File: config.mk
export PLATFORM = sky130hd
export DESIGN_NAME = crc32_stream_engine
export DESIGN_NICKNAME = d
export VERILOG_FILES = /design/src/design/crc32s_pkg.sv /design/src/design/crc32s_lane.sv /design/src/design/crc32s_merge.sv /design/src/design/crc32_stream_engine.sv
export SDC_FILE = /design/constraint.sdc
export NUM_CORES = 1
export LEC_CHECK = 0
export BUFFER_PORTS_ARGS = -buffer_cell sky130_fd_sc_hd__buf_2
export CAP_MARGIN = 20
export CORE_UTILIZATION = 40
export DETAILED_ROUTE_END_ITERATION = 6
export PLACE_DENSITY = 0.71
export REMOVE_ABC_BUFFERS = 1
export SKIP_CTS_REPAIR_TIMING = 1
export SLEW_MARGIN = 20
export SYNTH_ARGS = -nofsm -noshare
export SYNTH_HDL_FRONTEND = slang
export SYNTH_SLANG_ARGS = --single-unit
export TNS_END_PERCENT = 1
File: constraint.sdc
create_clock -name aclk -period 3.57 [get_ports aclk]
set_input_delay 0.357 -clock aclk [delete_from_list [all_inputs] [get_ports aclk]]
set_output_delay 0.357 -clock aclk [all_outputs]
set_load 0.005 [all_outputs]
File: src/design/crc32s_pkg.sv
// Shared constants, types and CRC step functions for the CRC-32 stream engine.
`timescale 1ns / 1ps

package crc32s_pkg;

    localparam int unsigned CrcW   = 32;
    localparam int unsigned ByteW  = 8;
    localparam int unsigned Lanes  = 4;
    localparam int unsigned CountW = 3;

    localparam logic [CrcW-1:0] CRC_POLY = 32'hEDB88320;
    localparam logic [CrcW-1:0] CRC_INIT = 32'hFFFFFFFF;
    localparam logic [CountW-1:0] MAX_COUNT = CountW'(Lanes);

    // Control that travels with the lane sum into the merging stage
    typedef struct packed {
        logic              valid;
        logic [CountW-1:0] count;
        logic              start;
    } crc32s_ctl_t;

    // Reflected table entry for one byte index
    function automatic logic [CrcW-1:0] crc_table_entry(input logic [ByteW-1:0] idx);
        logic [CrcW-1:0] t;
        t = {{(CrcW-ByteW){1'b0}}, idx};
        for (int i = 0; i < ByteW; i++) begin
            t = t[0] ? ((t >> 1) ^ CRC_POLY) : (t >> 1);
        end
        return t;
    endfunction

    // Fold one zero byte into a register value
    function automatic logic [CrcW-1:0] zero_step(input logic [CrcW-1:0] v);
        return crc_table_entry(v[ByteW-1:0]) ^ {{ByteW{1'b0}}, v[CrcW-1:ByteW]};
    endfunction

endpackage

File: src/design/crc32s_lane.sv
// One byte lane: carries its byte through the zero-byte steps that follow it.
`timescale 1ns / 1ps

module crc32s_lane (
    input  logic [crc32s_pkg::ByteW-1:0]  byte_in,
    input  logic [crc32s_pkg::CountW-1:0] steps,
    output logic [crc32s_pkg::CrcW-1:0]   contrib
);

    logic [crc32s_pkg::CrcW-1:0] z1;
    logic [crc32s_pkg::CrcW-1:0] z2;
    logic [crc32s_pkg::CrcW-1:0] z3;
    logic [crc32s_pkg::CrcW-1:0] z4;

    // Advance the byte through up to four table steps
    always_comb begin
        z1 = crc32s_pkg::crc_table_entry(byte_in);
        z2 = crc32s_pkg::zero_step(z1);
        z3 = crc32s_pkg::zero_step(z2);
        z4 = crc32s_pkg::zero_step(z3);
    end

    // Pick the step count; an unused lane gives nothing
    always_comb begin
        case (steps)
            3'd1:    contrib = z1;
            3'd2:    contrib = z2;
            3'd3:    contrib = z3;
            3'd4:    contrib = z4;
            default: contrib = '0;
        endcase
    end

endmodule

File: src/design/crc32s_merge.sv
// Merging stage: folds the lane sum into the running register and holds the result beat.
`timescale 1ns / 1ps

module crc32s_merge (
    input  logic                         aclk,
    input  logic                         aresetn,
    input  crc32s_pkg::crc32s_ctl_t      ctl,
    input  logic [crc32s_pkg::CrcW-1:0]  lane_sum,
    output logic                         take,
    output logic                         m_valid,
    input  logic                         m_ready,
    output logic [crc32s_pkg::CrcW-1:0]  m_running_value,
    output logic [crc32s_pkg::CrcW-1:0]  m_final_crc
);

    logic [crc32s_pkg::CrcW-1:0] crc_reg;
    logic [crc32s_pkg::CrcW-1:0] crc_next;
    logic                        m_valid_reg;
    logic                        m_valid_next;
    logic [crc32s_pkg::CrcW-1:0] base;
    logic [crc32s_pkg::CrcW-1:0] r1;
    logic [crc32s_pkg::CrcW-1:0] r2;
    logic [crc32s_pkg::CrcW-1:0] r3;
    logic [crc32s_pkg::CrcW-1:0] r4;
    logic [crc32s_pkg::CrcW-1:0] shifted;

    // Take a beat when the output register is empty or being drained
    assign take = ctl.valid && (!m_valid_reg || m_ready);

    // Register lane: advance the old value by the beat's byte count
    always_comb begin
        base = ctl.start ? crc32s_pkg::CRC_INIT : crc_reg;
        r1   = crc32s_pkg::zero_step(base);
        r2   = crc32s_pkg::zero_step(r1);
        r3   = crc32s_pkg::zero_step(r2);
        r4   = crc32s_pkg::zero_step(r3);
        case (ctl.count)
            3'd0:    shifted = base;
            3'd1:    shifted = r1;
            3'd2:    shifted = r2;
            3'd3:    shifted = r3;
            default: shifted = r4;
        endcase
    end

    // Merge lanes and hold the register while nothing is taken
    always_comb begin
        crc_next     = take ? (shifted ^ lane_sum) : crc_reg;
        m_valid_next = take || (m_valid_reg && !m_ready);
    end

    always_ff @(posedge aclk) begin
        if (!aresetn) begin
            crc_reg     <= crc32s_pkg::CRC_INIT;
            m_valid_reg <= 1'b0;
        end else begin
            crc_reg     <= crc_next;
            m_valid_reg <= m_valid_next;
        end
    end

    assign m_valid         = m_valid_reg;
    assign m_running_value = crc_reg;
    assign m_final_crc     = ~crc_reg;

endmodule

File: src/design/crc32_stream_engine.sv
// Top level of the reflected CRC-32 stream engine.
`timescale 1ns / 1ps

// Reflected CRC-32 (polynomial 0xEDB88320) over a byte stream of up to four bytes
// per beat, first byte in bits 7:0. s_start_msg reloads the register with all ones
// before the beat's bytes; a byte count of zero folds nothing in, counts above four
// are taken as four. Every input beat yields one result beat carrying the raw
// register and its complement, the finished CRC. One beat per cycle is sustained
// while m_ready stays high; four byte lanes first work out each byte's share into a
// register, then the merging stage advances the running register by the byte count
// and XORs the lane shares in, which is the feedback loop.
module crc32_stream_engine (
    input  logic                         aclk,
    input  logic                         aresetn,
    input  logic                         s_valid,
    output logic                         s_ready,
    input  logic [crc32s_pkg::CrcW-1:0]  s_data_word,
    input  logic [crc32s_pkg::CountW-1:0] s_byte_count,
    input  logic                         s_start_msg,
    output logic                         m_valid,
    input  logic                         m_ready,
    output logic [crc32s_pkg::CrcW-1:0]  m_running_value,
    output logic [crc32s_pkg::CrcW-1:0]  m_final_crc
);

    logic [crc32s_pkg::CountW-1:0] count_sat;
    logic [crc32s_pkg::CrcW-1:0]   contrib [crc32s_pkg::Lanes];
    logic [crc32s_pkg::CrcW-1:0]   lane_sum;
    logic [crc32s_pkg::CrcW-1:0]   lane_sum_reg;
    logic [crc32s_pkg::CrcW-1:0]   lane_sum_next;
    crc32s_pkg::crc32s_ctl_t       ctl_reg;
    crc32s_pkg::crc32s_ctl_t       ctl_next;
    logic                          take;
    logic                          s_fire;

    // Clamp the byte count to the lane count
    assign count_sat = (s_byte_count > crc32s_pkg::MAX_COUNT) ? crc32s_pkg::MAX_COUNT
                                                               : s_byte_count;

    // One lane per byte; each byte passes through the steps that follow it
    for (genvar k = 0; k < crc32s_pkg::Lanes; k++) begin : g_lane
        logic [crc32s_pkg::CountW-1:0] steps;
        assign steps = (count_sat > crc32s_pkg::CountW'(k))
                     ? (count_sat - crc32s_pkg::CountW'(k)) : '0;
        crc32s_lane u_lane (
            .byte_in (s_data_word[k*crc32s_pkg::ByteW +: crc32s_pkg::ByteW]),
            .steps   (steps),
            .contrib (contrib[k])
        );
    end

    // XOR the lane shares together
    always_comb begin
        lane_sum = '0;
        for (int k = 0; k < crc32s_pkg::Lanes; k++) begin
            lane_sum = lane_sum ^ contrib[k];
        end
    end

    // Lane stage: accept when empty or when the merging stage takes the held beat
    assign s_ready = !ctl_reg.valid || take;
    assign s_fire  = s_valid && s_ready;

    always_comb begin
        ctl_next      = ctl_reg;
        lane_sum_next = lane_sum_reg;
        if (s_fire) begin
            ctl_next.valid = 1'b1;
            ctl_next.count = count_sat;
            ctl_next.start = s_start_msg;
            lane_sum_next  = lane_sum;
        end else if (take) begin
            ctl_next.valid = 1'b0;
        end
    end

    always_ff @(posedge aclk) begin
        if (!aresetn) begin
            ctl_reg <= '0;
        end else begin
            ctl_reg <= ctl_next;
        end
    end

    always_ff @(posedge aclk) begin
        lane_sum_reg <= lane_sum_next;
    end

    crc32s_merge u_merge (
        .aclk            (aclk),
        .aresetn         (aresetn),
        .ctl             (ctl_reg),
        .lane_sum        (lane_sum_reg),
        .take            (take),
        .m_valid         (m_valid),
        .m_ready         (m_ready),
        .m_running_value (m_running_value),
        .m_final_crc     (m_final_crc)
    );

endmodule
Yosys cells after proc, flatten, opt, wreduce, memory -nomap -nowiden
Cells that the tools add are included.

storage, ports and cells
  register bits = 70
  output and inout bits = 66
  input bits = 40

operators by class
  eq/ne operators = 19
  $lt $le $gt $ge = 5
  bitwise gates (word level) = 181
  reductions and logical operators = 11
  multiplexer cells = 173
  add/sub/neg operators = 3

operators with widths
  kind                 count
  $mux 32              161
  $not 13->14          140
  $pmux 32 s4          5
  $xor 32x24->32       16
  $not 1->14           20
  $xor 32x32->32       4
  $not 32->32          1
  $eq 3x2->1 const B   10
  $eq 3x1->1 const B   5
  $mux 3               5
  $eq 3x3->1 const B   4
  $gt 3x1->1 const B   2
  $gt 3x2->1 const B   2
  $sub 3x2->3 const B  2
  $gt 3x3->1 const B   1
  $logic_and 1x1->1    3
  $logic_not 1->1      3
  $logic_not 3->1      1
  $logic_or 1x1->1     3
  $sub 3x1->3 const B  1
  $mux 1               2
  $reduce_bool 2->1    1

Longest topological paths before layout
  depth in word-level cells = 71
  mapped depth = 15

By module
From an unflattened synthesis, not the netlist that was laid out.

unflattened totals
  cell total of the unflattened synthesis = 1,989
  area total of the unflattened synthesis = 17,035.1 um2

by module, submodules not included
  module                              cells each  instances  area each (um2)
  crc32s_merge                        732         1          6,591.3
  crc32s_lane (g_lane[1].u_lane ...)  263         3          2,040.7
  crc32s_lane (g_lane[0].u_lane)      297         1          2,165.8
  crc32_stream_engine                 171         1          2,155.8

Worst setup path before layout
No wires, ideal clock.

  path kind = flip-flop to flip-flop
  from = register u_merge.crc_reg (netlist bit u_merge.m_running_value[1])
  to = register u_merge.crc_reg (netlist bit u_merge.m_running_value[18])
  required time = 3.443 ns
  cell stages (with the launch flop) = 13
  clock period less this slack = 3.897 ns
  library setup time = 0.127 ns
  slack = -0.327 ns
  buffers on the path = 1
  arrival time = 3.770 ns
  path through = dfxtp_1 > buf_4 > xnor3_2 > xnor2_4 > nor2_8 > xnor3_2 > xor2_4 > xnor3_2 > xnor3_2 > xnor3_1 > o22ai_2 > xnor2_1 > o21ai_1

between the ends
  word-level cells in the longest chain between the ends = 45
  elaborated cells on any way between the ends = 63
  classes of those cells = 34 x mux; 29 x bitwise

ends and longest elaborated chain
  item                                                            RTL line                            text
  start, declared                                                 crc32s_merge.sv:16                  logic [crc32s_pkg::CrcW-1:0] crc_reg;
  start signal, assigned                                          crc32s_merge.sv:54                  crc_reg <= crc32s_pkg::CRC_INIT;
  start signal, assigned                                          crc32s_merge.sv:57                  crc_reg <= crc_next;
  $mux 32 *                                                       crc32s_merge.sv:32                  base = ctl.start ? crc32s_pkg::CRC_INIT : crc_reg;
  $mux 32 * (4 in series)                                         crc32s_pkg.sv:27                    t = t[0] ? ((t >> 1) ^ CRC_POLY) : (t >> 1);
  $not 13->14 (no source line) / $mux 32 (equally long branches)  n/a
  $mux 32 * (4 in series)                                         crc32s_pkg.sv:27
  $xor 32x24->32 *                                                crc32s_pkg.sv:34                    return crc_table_entry(v[ByteW-1:0]) ^ {{ByteW{1'b0}}, v[CrcW-1:ByteW]};
  $mux 32 / $xor 32x24->32 (equally long branches)                crc32s_pkg.sv:27, crc32s_pkg.sv:34
  $mux 32 (2 in series)                                           crc32s_pkg.sv:27
  $mux 32 / $not 13->14 (equally long branches)                   n/a
  (+21 left out)                                                  n/a
  $mux 32                                                         crc32s_pkg.sv:27
  $not 13->14 (no source line)                                    n/a
  $mux 32                                                         crc32s_pkg.sv:27
  $not 13->14 (no source line)                                    n/a
  $mux 32 (2 in series)                                           crc32s_pkg.sv:27
  $xor 32x24->32                                                  crc32s_pkg.sv:34
  $pmux 32 s4 *                                                   crc32s_merge.sv:37                  case (ctl.count)
  $xor 32x32->32 *                                                crc32s_merge.sv:48                  crc_next = take ? (shifted ^ lane_sum) : crc_reg;

Every way passes the cells marked *; elsewhere a longest branch is shown, timed or not.
A chain may end at the register's enable or synchronous reset.

Worst setup path in the final report
  from = register u_merge.crc_reg (netlist bit u_merge.m_running_value[3])
  to = register u_merge.crc_reg (netlist bit u_merge.m_running_value[27])

between the ends
  word-level cells in the longest chain between the ends = 44
  elaborated cells on any way between the ends = 60
  classes of those cells = 34 x mux; 26 x bitwise

ends and longest elaborated chain
  item                                                            RTL line
  $mux 32 *                                                       crc32s_merge.sv:32
  $mux 32 * (8 in series)                                         crc32s_pkg.sv:27
  $xor 32x24->32 *                                                crc32s_pkg.sv:34
  $mux 32 / $xor 32x24->32 (equally long branches) (2 in series)  crc32s_pkg.sv:27, crc32s_pkg.sv:34
  $mux 32 / $not 13->14 (equally long branches)                   n/a
  $mux 32                                                         crc32s_pkg.sv:27
  $not 13->14 (no source line) / $mux 32 (equally long branches)  n/a
  $mux 32                                                         crc32s_pkg.sv:27
  (+19 left out)                                                  n/a
  $mux 32                                                         crc32s_pkg.sv:27
  $not 13->14 (no source line) / $mux 32 (equally long branches)  n/a
  $mux 32 (2 in series)                                           crc32s_pkg.sv:27
  $not 13->14 (no source line)                                    n/a
  $mux 32                                                         crc32s_pkg.sv:27
  $xor 32x24->32                                                  crc32s_pkg.sv:34
  $pmux 32 s4 *                                                   crc32s_merge.sv:37
  $xor 32x32->32 *                                                crc32s_merge.sv:48

Marked as above.

==> reports/qor_table.md <==
| Group | Item | This run |
|:---|:---|:---|
| setup path | CP Data Required Time | 3770 ps |
| clock tree | Clk root buf | clkbuf_16 |
| flow run | Max-cap violations | 0 |
| run status | Status | finished, violations left |
| cells and area | Sequential cell area | 0.00175 mm² |
| placement | Routability congestion estimate | 1.04 |
| placement | Placed Area | 0.0159 mm² |
| timing | Worst slew pin tran | 1150 ps |
| synthesis | Portion of the post-synthesis area used by sequential elements | 12.9% |
| clock tree | CTS buffer count | 9 |
| global routing | Maximum number of pins on one net before global-route repair | 50 |
| synthesis | Count of flip-flops with a built-in enable after synthesis | 32 |
| cells and area | # fillers | 3098 |
| placement | Total instance count after detailed placement | 2291 |
| setup path | Worst reg2reg startpoint | u_merge.m_running_value[3] |
| timing | Worst clock skew on the final layout | 12.6 ps |
| timing | Setup TNS | -3180 ps |
| synthesis | Most repeated cell in the gate-level netlist after synthesis | xnor2_1 |
| cells and area | Share of post-route cells with drive strength above 1 | 28.0% |
| detailed routing | Number of design rule violations left after detail routing | 14 |
| worst hold path | Worst Hold Endpoint | ctl_reg[4] |
| timing | Count of final setup violators | 26 |
| setup path | Critical path fanouts, max | 4 |
| global routing | Vias in the first global route | 12600 |
| clock tree | Clk slew on worst S/H paths | 60 ps |
| detailed routing | Detailed-route wire length per cell | 23.0 µm |
| synthesis | Seq cells post-synth | 70 |
| synthesis | Synth Instances | 1632 |
| cells and area | Area used by multi-input combinational logic | 0.0115 mm² |
| cells and area | Final instance area | 0.0171 mm² |
| clock tree | TritonCTS clock tree | yes |
| timing | FMAX | 257 MHz |
| cells and area | Layout overhead on the synthesized area | 27.7% |
| setup path | Critical Path Source Type | flop |
| synthesis | Library cell occupying the most area in the post-synthesis netlist | xnor2_1 |
| clock tree | Worst skew pair latency | 360 ps |
| floorplanning | Die W | 185 µm |
| clock tree | Clock Sinks | 70 |
| placement | DP Wirelength | 41300 µm |
| setup path | Worst Path Class, Setup | reg -> reg |
| detailed routing | Detailed-route vias per instance | 5.80 |
| timing | Fin crit period | 3890 ps |
| synthesis | Top area cells in the synthesized netlist | xnor2_1 24%, xor2_1 12%, xnor3_1 7.2% |
| global routing | Aggregate global-route resource usage | 30.6% |
| setup path | Kind of end point of the critical path | flop |
| timing | Portion of the clock cycle consumed by the worst path in the final layout | 109% |
| cells and area | Net count, final | 1937 |
| detailed routing | Via count of the routed design | 13600 |
| cells and area | Post-Layout Cell Count | 2337 |
| run status | Violations in the final reports | design-rule violations, negative setup slack |
| detailed routing | Router iterations before antenna repair | 7 |
| floorplanning | Die ar. | 0.0342 mm² |
| timing | Hold WS | 231 ps |
| timing | Min setup slack post-route | -322 ps |
| global routing | First-pass GRT wire length | 77900 µm |
| floorplanning | Core Rows | 66 |
| clock tree | Longest Clk Path Bufs | 2 |
| setup path | Count of cells along the worst register-to-register path | 14 |
| worst hold path | Number of cells traversed by the worst hold path | 3 |
| setup path | Cell with the largest stage delay on the worst path | xnor3_2 |
| placement | Total of buffers placed on input and output ports | 105 |
| setup path | Largest stage delay, worst path | 560 ps |
| floorplanning | Die Y-Extent | 185 µm |
| detailed routing | Wire length after detailed routing | 53800 µm |
| synthesis | Yosys warns | 0 |
| synthesis | Summed instance area of the synthesized netlist | 0.0134 mm² |
| setup path | Setup slack of the worst register-to-register path | -320 ps |
| synthesis | Most frequently used flop master after synthesis | dfxtp_1 |
| detailed routing | Residual antenna-violating net count after detailed routing | 0 |
| setup path | Data arrival time of the worst path | 4090 ps |
| worst hold path | Type of the most critical hold path | in -> reg |
| clock tree | Number of H-tree levels | 3 |
| worst hold path | Start point of the worst hold path | s_valid |
| timing | Max-slew violation total from the final report | 0 |
| global routing | Remaining global-route overflow | 0 |
| setup path | Endpoint of the lowest-slack register-to-register path | u_merge.m_running_value[27] |
| synthesis | Count of cell types in the netlist | 69 |
| synthesis | Proportion of synthesized flip-flops having asynchronous set or reset | 0% |
| setup path | Critical path cell sequence | buf_4, xnor2_1, nor2_2, xnor3_2, xnor2_2, buf_4, xor2_1, buf_4, xor2_4, buf_12, xor3_1, mux2i_1, mux2i_1, a31oi_1 |
| floorplanning | Std-Cell Core Area | 0.0327 mm² |
| global routing | Antenna violations before repair | 1 |
| timing | Slew Limit Headroom | 22.7% |
| setup path | Crit-path most repeated cell | buf_4 |
| detailed routing | Count of routing violations after the opening detailed-route iteration | 1630 |
| floorplanning | # IOs | 106 |
| synthesis | Fraction of post-synthesis cell area in the top cell type by area | 24.3% |
| timing | Final hold violation count | 0 |
| timing | Unrepaired setup endpoints after global routing | true |
| synthesis | Post-Syn Area per Cell | 8.20 µm² |
| floorplanning | Starting utilization of the core area | 40.9% |
| synthesis | Top post-synthesis cells by count | 371 x xnor2_1, 180 x xor2_1, 137 x nor2_1 |
[cells by family after synthesis]
kind of cell / Yosys count / synth area share [%]
AND/OR/NAND/NOR: 347 / 11.7
AO/OA/AOI/OAI: 366 / 18.2
multiplexers: 24 / 2.03
adder cells (fa/ha/maj): 7 / 0.654
flip-flops: 70 / 12.9
XOR/XNOR: 628 / 48.8
buffers and inverters: 190 / 5.71
[worst max path at each step]
stage	slack, ps	cells past startpoint	endpoint	from
4_1_cts	-440	15	u_merge.m_running_value[20]	u_merge.m_running_value[2]
3_5_place_dp	-390	11	u_merge.m_running_value[24]	u_merge.m_running_value[1]
2_1_floorplan	-1370	10	u_merge.m_running_value[15]	ctl_reg[0]
5_1_grt	-320	16	u_merge.m_running_value[14]	u_merge.m_running_value[3]
6_report	-320	14	u_merge.m_running_value[27]	u_merge.m_running_value[3]
3_3_place_gp	-380	15	u_merge.m_running_value[27]	u_merge.m_running_value[2]
[worst max-delay path, delay by kind of cell, from the launching register on]
family                    cells  cell delay (ps)
xor gates and xnor gates      6             1750
DFF                           1              370
buffers and inverters         4              690
AOI/OAI and AO/OA             1               60
muxes                         2              570
and+or+nand+nor               1              290
[per-layer routing]
layer | GRT usage (%) | routed length, µm
met5 | 0 | 0
met4 | 14.7 | 3080
met3 | 5.13 | 4800
met2 | 50.5 | 24800
met1 | 38.6 | 21100
[layout by cell type, fill, tap and decap left out, types with 9 or more instances in the layout]
cell type | netlist | routed
xnor2_1 | 371 | 339
buf_4 | 5 | 263
xor2_1 | 180 | 170
nor2_1 | 137 | 131
nand2_1 | 115 | 115
buf_2 | 8 | 105
a21oi_1 | 84 | 82
o21ai_0 | 72 | 72
inv_1 | 48 | 48
xnor3_1 | 43 | 35
a211oi_1 | 36 | 34
o22ai_1 | 33 | 33
edfxtp_1 | 32 | 32
xnor2_2 | 5 | 31
dfxtp_1 | 38 | 26
a22oi_1 | 26 | 25
o221ai_1 | 22 | 22
nor3_1 | 19 | 18
mux2i_1 | 17 | 17
a221oi_1 | 17 | 17
o211ai_1 | 15 | 15
xnor3_2 | 7 | 15
nor2b_1 | 11 | 11
buf_6 | 3 | 11
xor2_4 | 2 | 9
xor2_2 | 6 | 9
clkbuf_16 | 0 | 9
buf_12 | 0 | 9
[stage by stage]
step           worst slack [ps]  util [%]
5_1_grt                    -317      52.3
4_1_cts                    -437      49.5
3_5_place_dp               -391      48.6
3_3_place_gp               -383      48.6
6_report                   -322      52.3
2_1_floorplan             -1370         -
[final cells by class]
type | count | area share (%)
Multi-Input combinational cell | 1372 | 67.2
Antenna cell | 1 | 0.0146
Clock buffer | 11 | 1.42
Tap cell | 442 | 3.24
Inverter | 48 | 1.05
Timing Repair Buffer | 389 | 16.5
Clock inverter | 4 | 0.286
Sequential cell | 70 | 10.2
Power is not shown: default switching activity piles up to over one toggle a cycle in this logic, so the estimate is an artifact.
